==> config.mk <==
export PLATFORM = sky130hd
export DESIGN_NAME = color_ramp_lerp
export DESIGN_NICKNAME = d
export VERILOG_FILES = /design/src/hw/rtl/crl_pkg.sv /design/src/hw/rtl/crl_ctrl.sv /design/src/hw/rtl/crl_dpath.sv /design/src/hw/rtl/color_ramp_lerp.sv
export VERILOG_INCLUDE_DIRS = /design/src /design/src/hw/rtl
export SDC_FILE = /design/constraint.sdc
export NUM_CORES = 2
export LEC_CHECK = 0
export BUFFER_PORTS_ARGS = -buffer_cell sky130_fd_sc_hd__buf_2
export CORE_MARGIN = 2
export CORE_UTILIZATION = 55
export CTS_CLUSTER_DIAMETER = 50
export CTS_CLUSTER_SIZE = 12
export DETAILED_ROUTE_END_ITERATION = 10
export HOLD_SLACK_MARGIN = 0.02
export PLACE_DENSITY = 0.72
export SLEW_MARGIN = 0
export SYNTH_ARGS = -nofsm -noshare
export SYNTH_HDL_FRONTEND = slang
export SYNTH_SLANG_ARGS = --single-unit
==> constraint.sdc <==
create_clock -name clk_i -period 8.6 [get_ports clk_i]
set_clock_uncertainty 0.15 [all_clocks]
set_input_delay 1.29 -clock clk_i [delete_from_list [all_inputs] [get_ports clk_i]]
set_output_delay 1.29 -clock clk_i [all_outputs]
set_load 0.02 [all_outputs]
==> src/hw/rtl/color_ramp_lerp_defines.svh <==
// Assertion macros used by the color ramp top level.
`ifndef COLOR_RAMP_LERP_DEFINES_SVH
`define COLOR_RAMP_LERP_DEFINES_SVH

`ifndef SYNTH

// Checks a property on every rising clock edge outside reset.
`define CRL_ASSERT_PROP(lbl, clk, rst_n, prop) \
  lbl: assert property (@(posedge clk) disable iff (!rst_n) (prop)) \
    else $error("assertion failed: %m");

// Checks that at most one bit of a vector is high on every edge outside reset.
`define CRL_ASSERT_ONEHOT0(lbl, clk, rst_n, sig) \
  lbl: assert property (@(posedge clk) disable iff (!rst_n) $onehot0(sig)) \
    else $error("more than one bit set: %m");

`else

`define CRL_ASSERT_PROP(lbl, clk, rst_n, prop)
`define CRL_ASSERT_ONEHOT0(lbl, clk, rst_n, sig)

`endif

`endif

==> src/hw/rtl/crl_pkg.sv <==
// Types, constants and controller/datapath interface for the color ramp.
package crl_pkg;

  localparam int MaxKeysDef = 16;

  // The blend fraction has eight fraction bits and reaches 256 at most.
  localparam int FracW    = 9;
  localparam int DivSteps = FracW;
  localparam int StepW    = 4;
  localparam logic [FracW-1:0] FracFull = 9'd256;

  typedef struct packed {
    logic        kind;
    logic [3:0]  key_index;
    logic [15:0] key_time;
    logic [7:0]  key_red;
    logic [7:0]  key_green;
    logic [7:0]  key_blue;
    logic [7:0]  key_alpha;
    logic [15:0] total_life;
    logic [15:0] life_left;
  } in_item_t;

  typedef struct packed {
    logic [7:0] red;
    logic [7:0] green;
    logic [7:0] blue;
    logic [7:0] alpha;
    logic       blended;
  } out_item_t;

  typedef struct packed {
    logic [15:0] time_v;
    logic [7:0]  red;
    logic [7:0]  green;
    logic [7:0]  blue;
    logic [7:0]  alpha;
  } key_t;

  typedef enum logic {
    KindKeyWrite = 1'b0,
    KindQuery    = 1'b1
  } kind_e;

  typedef struct packed {
    logic key_write;
    logic start;
    logic read;
    logic advance;
    logic div_start;
    logic div_step;
    logic load_end;
    logic load_blend;
  } cmd_t;

  typedef struct packed {
    logic cnt_zero;
    logic hit;
    logic first;
    logic last;
    logic div_last;
  } status_t;

endpackage

==> src/hw/rtl/crl_ctrl.sv <==
// Sequencer for key writes, key search, fraction division and result hand-off.
module crl_ctrl
  import crl_pkg::*;
(
  input  logic    clk_i,
  input  logic    rst_ni,
  input  logic    in_valid_i,
  input  logic    kind_i,
  output logic    in_ready_o,
  input  logic    out_ready_i,
  output logic    out_valid_o,
  input  status_t status_i,
  output cmd_t    cmd_o
);

  typedef enum logic [4:0] {
    StIdle  = 5'b00001,
    StRead  = 5'b00010,
    StCheck = 5'b00100,
    StDiv   = 5'b01000,
    StBlend = 5'b10000
  } state_e;

  state_e state_q, state_d;
  logic   out_valid_q, out_valid_d;
  logic   out_free;

  assign out_free = !out_valid_q || out_ready_i;

  always_comb begin
    cmd_o       = '0;
    state_d     = state_q;
    out_valid_d = out_valid_q && !out_ready_i;
    case (state_q)
      StIdle: begin
        if (in_valid_i) begin
          if (kind_i == KindKeyWrite) begin
            cmd_o.key_write = 1'b1;
          end else if (!status_i.cnt_zero) begin
            cmd_o.start = 1'b1;
            state_d     = StRead;
          end
        end
      end
      StRead: begin
        cmd_o.read = 1'b1;
        state_d    = StCheck;
      end
      StCheck: begin
        if (status_i.hit && !status_i.first) begin
          cmd_o.div_start = 1'b1;
          state_d         = StDiv;
        end else if (status_i.hit || status_i.last) begin
          // The first or the last key is given as it stands.
          if (out_free) begin
            cmd_o.load_end = 1'b1;
            out_valid_d    = 1'b1;
            state_d        = StIdle;
          end
        end else begin
          cmd_o.advance = 1'b1;
          state_d       = StRead;
        end
      end
      StDiv: begin
        cmd_o.div_step = 1'b1;
        if (status_i.div_last) begin
          state_d = StBlend;
        end
      end
      StBlend: begin
        if (out_free) begin
          cmd_o.load_blend = 1'b1;
          out_valid_d      = 1'b1;
          state_d          = StIdle;
        end
      end
      default: begin
        state_d = StIdle;
      end
    endcase
  end

  always_ff @(posedge clk_i or negedge rst_ni) begin
    if (!rst_ni) begin
      state_q     <= StIdle;
      out_valid_q <= 1'b0;
    end else begin
      state_q     <= state_d;
      out_valid_q <= out_valid_d;
    end
  end

  assign in_ready_o  = (state_q == StIdle);
  assign out_valid_o = out_valid_q;

endmodule

==> src/hw/rtl/crl_dpath.sv <==
// Key table, age and search registers, serial divider and channel blend.
module crl_dpath
  import crl_pkg::*;
#(
  parameter int MAX_KEYS = MaxKeysDef
) (
  input  logic      clk_i,
  input  logic      rst_ni,
  input  logic      cfg_we_i,
  input  logic [4:0] cfg_wdata_i,
  input  in_item_t  in_item_i,
  input  cmd_t      cmd_i,
  output status_t   status_o,
  output out_item_t res_o
);

  localparam int IdxW = $clog2(MAX_KEYS);
  localparam int CntW = $clog2(MAX_KEYS + 1);

  key_t              mem [MAX_KEYS];
  logic [4:0]        seg_q;
  logic [15:0]       age_q;
  logic [CntW-1:0]   cnt_q;
  logic [IdxW-1:0]   idx_q;
  key_t              cur_q;
  key_t              prev_q;
  logic [16:0]       rem_q;
  logic [15:0]       span_q;
  logic [FracW-1:0]  quo_q;
  logic [StepW-1:0]  step_q;
  logic              sat_q;
  out_item_t         res_q;

  logic              slot_ok;
  logic [IdxW-1:0]   waddr;
  key_t              wentry;
  logic [CntW-1:0]   cnt_clamp;
  logic [15:0]       age_calc;
  logic [15:0]       off;
  logic              rem_ge;
  logic [16:0]       rem_sub;
  logic [FracW-1:0]  frac;

  function automatic logic [7:0] lerp_chan(input logic [7:0] c0, input logic [7:0] c1,
                                           input logic [FracW-1:0] p);
    logic signed [9:0]  diff;
    logic signed [9:0]  ps;
    logic signed [19:0] prod;
    logic signed [19:0] acc;
    diff = $signed({2'b00, c1}) - $signed({2'b00, c0});
    ps   = $signed({1'b0, p});
    prod = diff * ps;
    acc  = $signed({4'b0000, c0, 8'h00}) + prod;
    return acc[15:8];
  endfunction

  assign slot_ok   = 32'(in_item_i.key_index) < MAX_KEYS;
  assign waddr     = IdxW'(in_item_i.key_index);
  assign wentry    = '{time_v: in_item_i.key_time, red: in_item_i.key_red,
                       green: in_item_i.key_green, blue: in_item_i.key_blue,
                       alpha: in_item_i.key_alpha};
  assign cnt_clamp = (32'(seg_q) > MAX_KEYS) ? CntW'(MAX_KEYS) : CntW'(seg_q);
  assign age_calc  = (in_item_i.total_life > in_item_i.life_left) ?
                     (in_item_i.total_life - in_item_i.life_left) : 16'd0;
  assign off       = (age_q > prev_q.time_v) ? (age_q - prev_q.time_v) : 16'd0;

  // One restoring division step: the remainder always stays below twice the span.
  assign rem_ge  = rem_q >= {1'b0, span_q};
  assign rem_sub = rem_ge ? (rem_q - {1'b0, span_q}) : rem_q;
  assign frac    = sat_q ? FracFull : ((quo_q > FracFull) ? FracFull : quo_q);

  always_ff @(posedge clk_i) begin
    if (cmd_i.key_write && slot_ok) begin
      mem[waddr] <= wentry;
    end
    if (cmd_i.read) begin
      cur_q <= mem[idx_q];
    end
  end

  always_ff @(posedge clk_i or negedge rst_ni) begin
    if (!rst_ni) begin
      seg_q <= '0;
    end else if (cfg_we_i) begin
      seg_q <= cfg_wdata_i;
    end
  end

  always_ff @(posedge clk_i) begin
    if (cmd_i.start) begin
      age_q <= age_calc;
      cnt_q <= cnt_clamp;
      idx_q <= '0;
    end
    if (cmd_i.advance) begin
      prev_q <= cur_q;
      idx_q  <= IdxW'(idx_q + IdxW'(1));
    end
    if (cmd_i.div_start) begin
      span_q <= cur_q.time_v - prev_q.time_v;
      sat_q  <= cur_q.time_v <= prev_q.time_v;
      rem_q  <= {1'b0, off};
      quo_q  <= '0;
      step_q <= '0;
    end
    if (cmd_i.div_step) begin
      rem_q  <= {rem_sub[15:0], 1'b0};
      quo_q  <= {quo_q[FracW-2:0], rem_ge};
      step_q <= StepW'(step_q + StepW'(1));
    end
    if (cmd_i.load_end) begin
      res_q <= '{red: cur_q.red, green: cur_q.green, blue: cur_q.blue,
                 alpha: cur_q.alpha, blended: 1'b0};
    end
    if (cmd_i.load_blend) begin
      res_q <= '{red:   lerp_chan(prev_q.red,   cur_q.red,   frac),
                 green: lerp_chan(prev_q.green, cur_q.green, frac),
                 blue:  lerp_chan(prev_q.blue,  cur_q.blue,  frac),
                 alpha: lerp_chan(prev_q.alpha, cur_q.alpha, frac),
                 blended: 1'b1};
    end
  end

  assign status_o.cnt_zero = (seg_q == '0);
  assign status_o.hit      = (age_q <= cur_q.time_v);
  assign status_o.first    = (idx_q == '0);
  assign status_o.last     = (CntW'(CntW'(idx_q) + CntW'(1)) == cnt_q);
  assign status_o.div_last = (step_q == StepW'(DivSteps - 1));

  assign res_o = res_q;

endmodule

==> src/hw/rtl/color_ramp_lerp.sv <==
// A key write, or a query while the count is zero, is accepted in the idle state and the
// controller stays idle. A query then visits keys in the search with one read state and
// one compare state per key, and when it blends two keys it adds 9 divider steps and one
// blend state. Its result is registered in the output register; the next item is taken
// once the controller is back in idle, which waits while the output register holds a result.
// Reset clears the count, state machine and output valid; keys stay undefined until written.
`include "color_ramp_lerp_defines.svh"

module color_ramp_lerp
  import crl_pkg::*;
#(
  parameter int MAX_KEYS = MaxKeysDef
) (
  input  logic       clk_i,
  input  logic       rst_ni,
  input  logic       cfg_we_i,
  input  logic [4:0] cfg_wdata_i,
  input  logic       in_valid_i,
  output logic       in_ready_o,
  input  in_item_t   in_item_i,
  output logic       out_valid_o,
  input  logic       out_ready_i,
  output out_item_t  out_item_o
);

  cmd_t       cmd;
  status_t    status;
  logic [3:0] action_vec;

  crl_ctrl u_ctrl (
    .clk_i       (clk_i),
    .rst_ni      (rst_ni),
    .in_valid_i  (in_valid_i),
    .kind_i      (in_item_i.kind),
    .in_ready_o  (in_ready_o),
    .out_ready_i (out_ready_i),
    .out_valid_o (out_valid_o),
    .status_i    (status),
    .cmd_o       (cmd)
  );

  crl_dpath #(
    .MAX_KEYS (MAX_KEYS)
  ) u_dpath (
    .clk_i       (clk_i),
    .rst_ni      (rst_ni),
    .cfg_we_i    (cfg_we_i),
    .cfg_wdata_i (cfg_wdata_i),
    .in_item_i   (in_item_i),
    .cmd_i       (cmd),
    .status_o    (status),
    .res_o       (out_item_o)
  );

  assign action_vec = {cmd.advance, cmd.div_start, cmd.load_end, cmd.load_blend};

  `CRL_ASSERT_ONEHOT0(a_one_action, clk_i, rst_ni, action_vec)
  `CRL_ASSERT_PROP(a_div_busy, clk_i, rst_ni, cmd.div_step |-> !in_ready_o)
  `CRL_ASSERT_PROP(a_div_stops, clk_i, rst_ni, (cmd.div_step && status.div_last) |=> !cmd.div_step)
  `CRL_ASSERT_PROP(a_result_after_work, clk_i, rst_ni, $rose(out_valid_o) |-> !$past(in_ready_o))

endmodule

---- After elaboration in Yosys (flattened, before gate mapping) ----
Memories as Yosys holds them, arrays and structs flattened. A register that Yosys moved wholly into a read port is not among the register bits.
Index checks and enable logic that the tools add are counted.
cells by class
  add/subtract/negate cells ............... 15
  $mul .................................... 4
  multiplexer cells ....................... 44
  $lt $le $gt $ge ......................... 7
  reductions and logical operators ........ 13
  eq/ne operators ......................... 11
operators with widths
  operator                                             count
  2-to-1 mux 33 bit                                    2
  adder 16 bit                                         4
  multiplier 9 x 10 -> 16 bit                          4
  subtractor 16 bit                                    4
  2-to-1 mux 9 bit                                     4
  subtractor 8 x 8 -> 9 bit                            4
  2-to-1 mux 5 bit                                     7
  2-to-1 mux 17 bit                                    2
  > comparator 16 bit                                  2
  <= comparator 16 bit                                 2
  2-to-1 mux 16 bit                                    2
  case mux 5 bit (5 select lines)                      1
  2-to-1 mux 1 bit                                     18
  greater-or-equal comparator 17 x 16 -> 1 bit         1
  2-to-1 mux 4 bit                                     4
  > comparator 9 bit, second input constant            1
  adder 4 x 1 -> 4 bit, second input constant          2
  2-to-1 mux 2 bit                                     3
  inequality test 2 bit, second input constant         3
  nonzero test 2 bit                                   3
  adder 4 x 1 -> 5 bit, second input constant          1
  equality test 5 x 1 -> 1 bit, second input constant  1
  equality test 5 x 2 -> 1 bit, second input constant  1
  equality test 5 x 3 -> 1 bit, second input constant  1
  other kinds (13)                                     17
storage, ports and cells
  bits in registers ....................... 164
  memory bits (writable) .................. 768
  bits of input ports ..................... 95
  memories ................................ 1
  output and inout port bits .............. 35
  logic and storage cells ................. 117
memories
  memory       words  width  read ports  clocked after memory_dff  wr ports  RTL line         RTL
  u_dpath.mem  16     48     1           1                         1         crl_dpath.sv:20  key_t mem [MAX_KEYS];

---- Depth between registers and ports, before layout ----
  word-level depth ........................ 8
  mapped depth ............................ 28
  depth with buffers taken out ............ 26

---- Cells and area by module ----
Synthesis repeated with hierarchy kept, for this count alone.
second synthesis, totals
  cell total of the unflattened synthesis .. 3354
  area total of the unflattened synthesis .. 51328.0 um2
modules (own cells, without submodules)
  module     area an instance (um2)  seq. area each (um2)  cells an instance  times used
  crl_dpath  50901.3                 29203.0               3306               1
  crl_ctrl   426.7                   151.4                 48                 1

---- Least setup slack after synthesis ----
Ideal clock, no wire load.
  path kind ............................... reg-to-reg
  from .................................... register u_ctrl.state_q[3]
  to ...................................... register u_dpath.cur_q[0] (netlist name)
  stages on the path, launching flop included .. 3
  period minus slack after synthesis ...... 6485 ps
  setup time .............................. 593 ps
  buffers on the path ..................... 0
  setup slack ............................. 2115 ps
  arrival time ............................ 5742 ps
  required time ........................... 7857 ps
  path through ............................ dfrtp_1 or2_1 nor4b_1
on the way
  word-level cells in the longest chain between the ends .. 2
ends and longest elaborated chain
  what                          RTL line        RTL
  start, declared               crl_ctrl.sv:24  state_e state_q, state_d;
  start signal, assigned        crl_ctrl.sv:86  state_q <= StIdle;
  start signal, assigned        crl_ctrl.sv:89  state_q <= state_d;
  equality test 5 x 2 -> 1 bit  crl_ctrl.sv:34  case (state_q)
  2-to-1 mux 1 bit              crl_ctrl.sv:34
Every way passes these cells.
A chain may end at the register's enable or synchronous reset.

---- Worst setup path in the final report ----
  from .................................... register u_dpath.sat_q
  to ...................................... register u_dpath.res_q, in the netlist u_dpath.res_o[16] (data pin)
on the way
  word-level cells in the longest chain between the ends .. 4
ends and longest elaborated chain
  what                         RTL line          RTL
  start, declared              crl_dpath.sv:31   logic sat_q;
  start signal, assigned       crl_dpath.sv:101  sat_q <= cur_q.time_v <= prev_q.time_v;
  2-to-1 mux 9 bit             crl_dpath.sv:70   assign frac = sat_q ? FracFull : ((quo_q > FracFull) ? FracFull : quo_q);
  multiplier 9 x 10 -> 16 bit  crl_dpath.sv:52   prod = diff * ps;
  adder 16 bit                 crl_dpath.sv:53   acc = $signed({4'b0000, c0, 8'h00}) + prod;
  2-to-1 mux 33 bit            crl_dpath.sv:115  if (cmd_i.load_blend) begin
  end signal, assigned         crl_dpath.sv:112  res_q <= '{red: cur_q.red, green: cur_q.green, blue: cur_q.blue,
  end signal, assigned         crl_dpath.sv:116  res_q <= '{red: lerp_chan(prev_q.red, cur_q.red, frac),
  end, declared                crl_dpath.sv:32   out_item_t res_q;
Every way passes these cells.

==> out/qor.yml <==
final_layout:
  final_common_cell: "edfxtp_1"
  fill_cells: 6853
  areaGrowthSynthToFinish_pct: 10.2
  fin_area_um2: 56900
  layout-drive-gt1-share_pct: 17.0
  final_nets: 4186
  layout_common_cells: "967 x edfxtp_1, 426 x inv_1, 248 x ha_1, 240 x mux4_2, 232 x fa_1"
  final_util_pct: 61.1
worst_setup_path:
  ff2ff_path_depth: 20
  start_kind: "flop"
  cp_slowest_stage_delay_ns: 0.67
  cpMostUsedCell: "fa_1"
  crit_fanout: 24
  worst_setup_path_end_kind: "flop"
  crit_required_ns: 8.97
  critPathKind: "reg2reg"
  worstPathArrival_ns: 7.62
  path_cells: "nor2_2, nand2_1, or2_2, fa_1, inv_1, fa_1, inv_1, fa_1, inv_1, fa_1, ha_1, ha_1, nor4bb_1, a311oi_1, o21ai_1, a31oi_1, o21bai_1, a21oi_1, or4b_1, nand3_1"
  crit_slowest_cell: "nor2_2"
synth:
  synth_cell_types: 80
  synthArstFlopShare_pct: 1.12
  yosys.area.top_type: "edfxtp_1"
  syn_nets: 4019
  ys_seq_area_share_pct: 56.9
  avgSynthCellArea_um2: 15.0
  ys.flop_type: "edfxtp_1"
  synth_edf_count: 967
  yosysTopAreaCellShare_pct: 56.2
  ys_ff_latch: 980
  syn_inst: 3444
  yosys-top-cells-area: "edfxtp_1 56%, mux4_2 10%, fa_1 9.0%"
  synth_area_um2: 51600
  yosys_warnings: 0
status:
  status: "finished, final reports clean"
global_route:
  grt-ovfl-total: 0
  grt_max_degree: 147
  grt_use_total_pct: 24.9
  grt_pass1_vias: 29874
  grt_pass1_wl_mm: 179
  grt_antenna_before_repair: 22
drt:
  viasPerCell: 5.89
  wl_met2_mm: 57.0
  drtIter0Drc: 2593
  finalWirelength_mm: 116
  firstDrtPassIters: 7
  highest_layer: "met5"
  drc: 0
  antenna_left: 0
  wl_per_cell_um: 23.6
  vias: 28966
  wl_met1_mm: 48.3
  met3WireLength_mm: 7.52
timing:
  tightest_slew_ns: 1.15
  final_hold_viol_count: 0
  slew_violations: 0
  slew_headroom_pct: 23.2
  setup_tns_ns: 0
  min_period_ns: 7.25
  hold_ws_ns: 0.334
  period_share_pct: 84.3
  rsz0062_at_grt: "no"
  max_freq_ghz: 0.138
  finalSetupViolations: 0
floorplanning:
  dieHeight_um: 310
  initial_core_util_pct: 55.4
  die-area_um2: 96300
  die_w_um: 310
  core_um2: 93200
  pin_count: 130
  rows: 112
clock_network:
  cts_setup_buffers: 0
  cts_buffers: 104
  cts_tree: "built"
  clk_pin_slew_ns: 0.06
  postCtsHoldBufs: 0
  cts_buffer_depth: 3
  htree_levels: 3
  root_buffer: "clkbuf_16"
  clk_latency_ns: 0.66
  cts_sinks: 980
  ctsResizeCount: 0
place:
  portBuffers: 129
  hpwl_mm: 70.6
  place_area_um2: 53900
  gp_congestion: 0.879
pwr:
  powerDensity_nw_per_um2: 182
  power_leakage_nw: 21.4
  peakVddDrop_uv: 126
worst_hold_path:
  holdPathStages: 2
  hold_path_class: "reg2reg"
run:
  maxCapViolations: 0
==> synth_stat cells (all sizes together) (5+ instances only) <==
cell type,count
buf,30
o31ai,8
o21bai,10
o22ai,13
nor4,7
mux2,9
dfrtp,10
or3,17
o21ai,79
inv,429
edfxtp,967
mux4,240
or2,29
xnor2,79
nand2,188
a31oi,15
a21o,26
o21a,13
or4,5
nand3,31
a311oi,6
and3,17
a211o,5
nor2,207
o2111ai,10
a21oi,64
fa,232
nand4,20
xor2,38
clkbuf,84
nand2b,76
ha,248
a21boi,5
a211oi,11
nor2b,25
nand3b,9
and2,35
nor3,59
nor4b,6
mux2i,20
nor4bb,5
==> area by class of cell <==
class / instances / area (um^2) / area share, %
antenna: 4 / 10.0 / 0.0176
clock buffer: 124 / 2700 / 4.74
clock inverter: 32 / 333 / 0.585
inverter: 429 / 1610 / 2.83
multi-input combinational: 1921 / 20300 / 35.7
sequential: 980 / 29400 / 51.6
tap: 1254 / 1570 / 2.76
timing repair buffer: 175 / 1000 / 1.76
==> flip-flops by register name, indices dropped and copies added, names as in the netlist, 5 cells and up <==
name,flops
u_dpath.mem,768
u_dpath.cur_q,48
u_dpath.prev_q,48
u_dpath.res_o,33
u_dpath.rem_q,17
u_dpath.age_q,16
u_dpath.span_q,16
u_dpath.quo_q,9
u_ctrl.state_q,5
u_dpath.cnt_q,5
u_dpath.seg_q,5
==> power by group <==
part           switching (mW)  leakage (nW)  internal, mW
registers              0.0240          8.92          5.30
clock network            1.79          1.46          2.29
logic                   0.555          11.0         0.414
total                    2.37          21.4          8.00
==> final timing paths <==
path                                  start                 to  slack [ns]
setup / recovery              u_dpath.sat_q  u_dpath.res_o[16]        1.35
hold / removal             u_dpath.res_o[0]   u_dpath.res_o[0]        0.33
setup reg to reg              u_dpath.sat_q  u_dpath.res_o[16]        1.35
hold reg to reg            u_dpath.res_o[0]   u_dpath.res_o[0]        0.33
max in group asynchronous            rst_ni  u_ctrl.state_q[0]        7.61
min in group asynchronous            rst_ni   u_dpath.seg_q[3]        0.38
==> per-stage QoR <==
step / power [mW] / worst slack [ns] / instances
after floorplan: 6.10 / 2.12 / 3444
after global placement: 6.36 / 1.54 / 4759
after detailed placement: 6.38 / 1.52 / 4759
after CTS: 10.4 / 1.44 / 4915
after global routing: 10.7 / 1.02 / 4919
final: 10.4 / 1.35 / 4919
==> critical path: cells and delay by family (launching register included) <==
kind	cells	cell delay, ns
and+or+nand+nor	6	2.45
buffers and inverters	3	0.15
AOI/OAI and AO/OA	5	1.36
adders and majority gates	6	2.55
DFF	1	0.43
==> cells by family (layout without fill, tap and decap cells) <==
group                    count (synthesis)  count (layout)  synth area share, %
flip-flops                             980             980                 56.9
AND/OR/NAND/NOR                        752             752                 7.19
buffers and inverters                  543             760                 4.03
adder cells (fa/ha/maj)                480             480                 15.0
AO/OA/AOI/OAI                          303             303                 3.87
multiplexers                           269             269                 11.1
XOR/XNOR                               117             117                 1.99
other                                    0               4                    0
==> metal layers <==
| metal | global-route usage, % | vias up |
|---|---|---|
| met3 | 4.05 | 219 |
| li1 | - | 12909 |
| met4 | 7.36 | 18 |
| met5 | 0 | - |
| met1 | 34.3 | 14801 |
| met2 | 41.3 | 1019 |
Note: power is estimated with default switching activity, not from simulation.
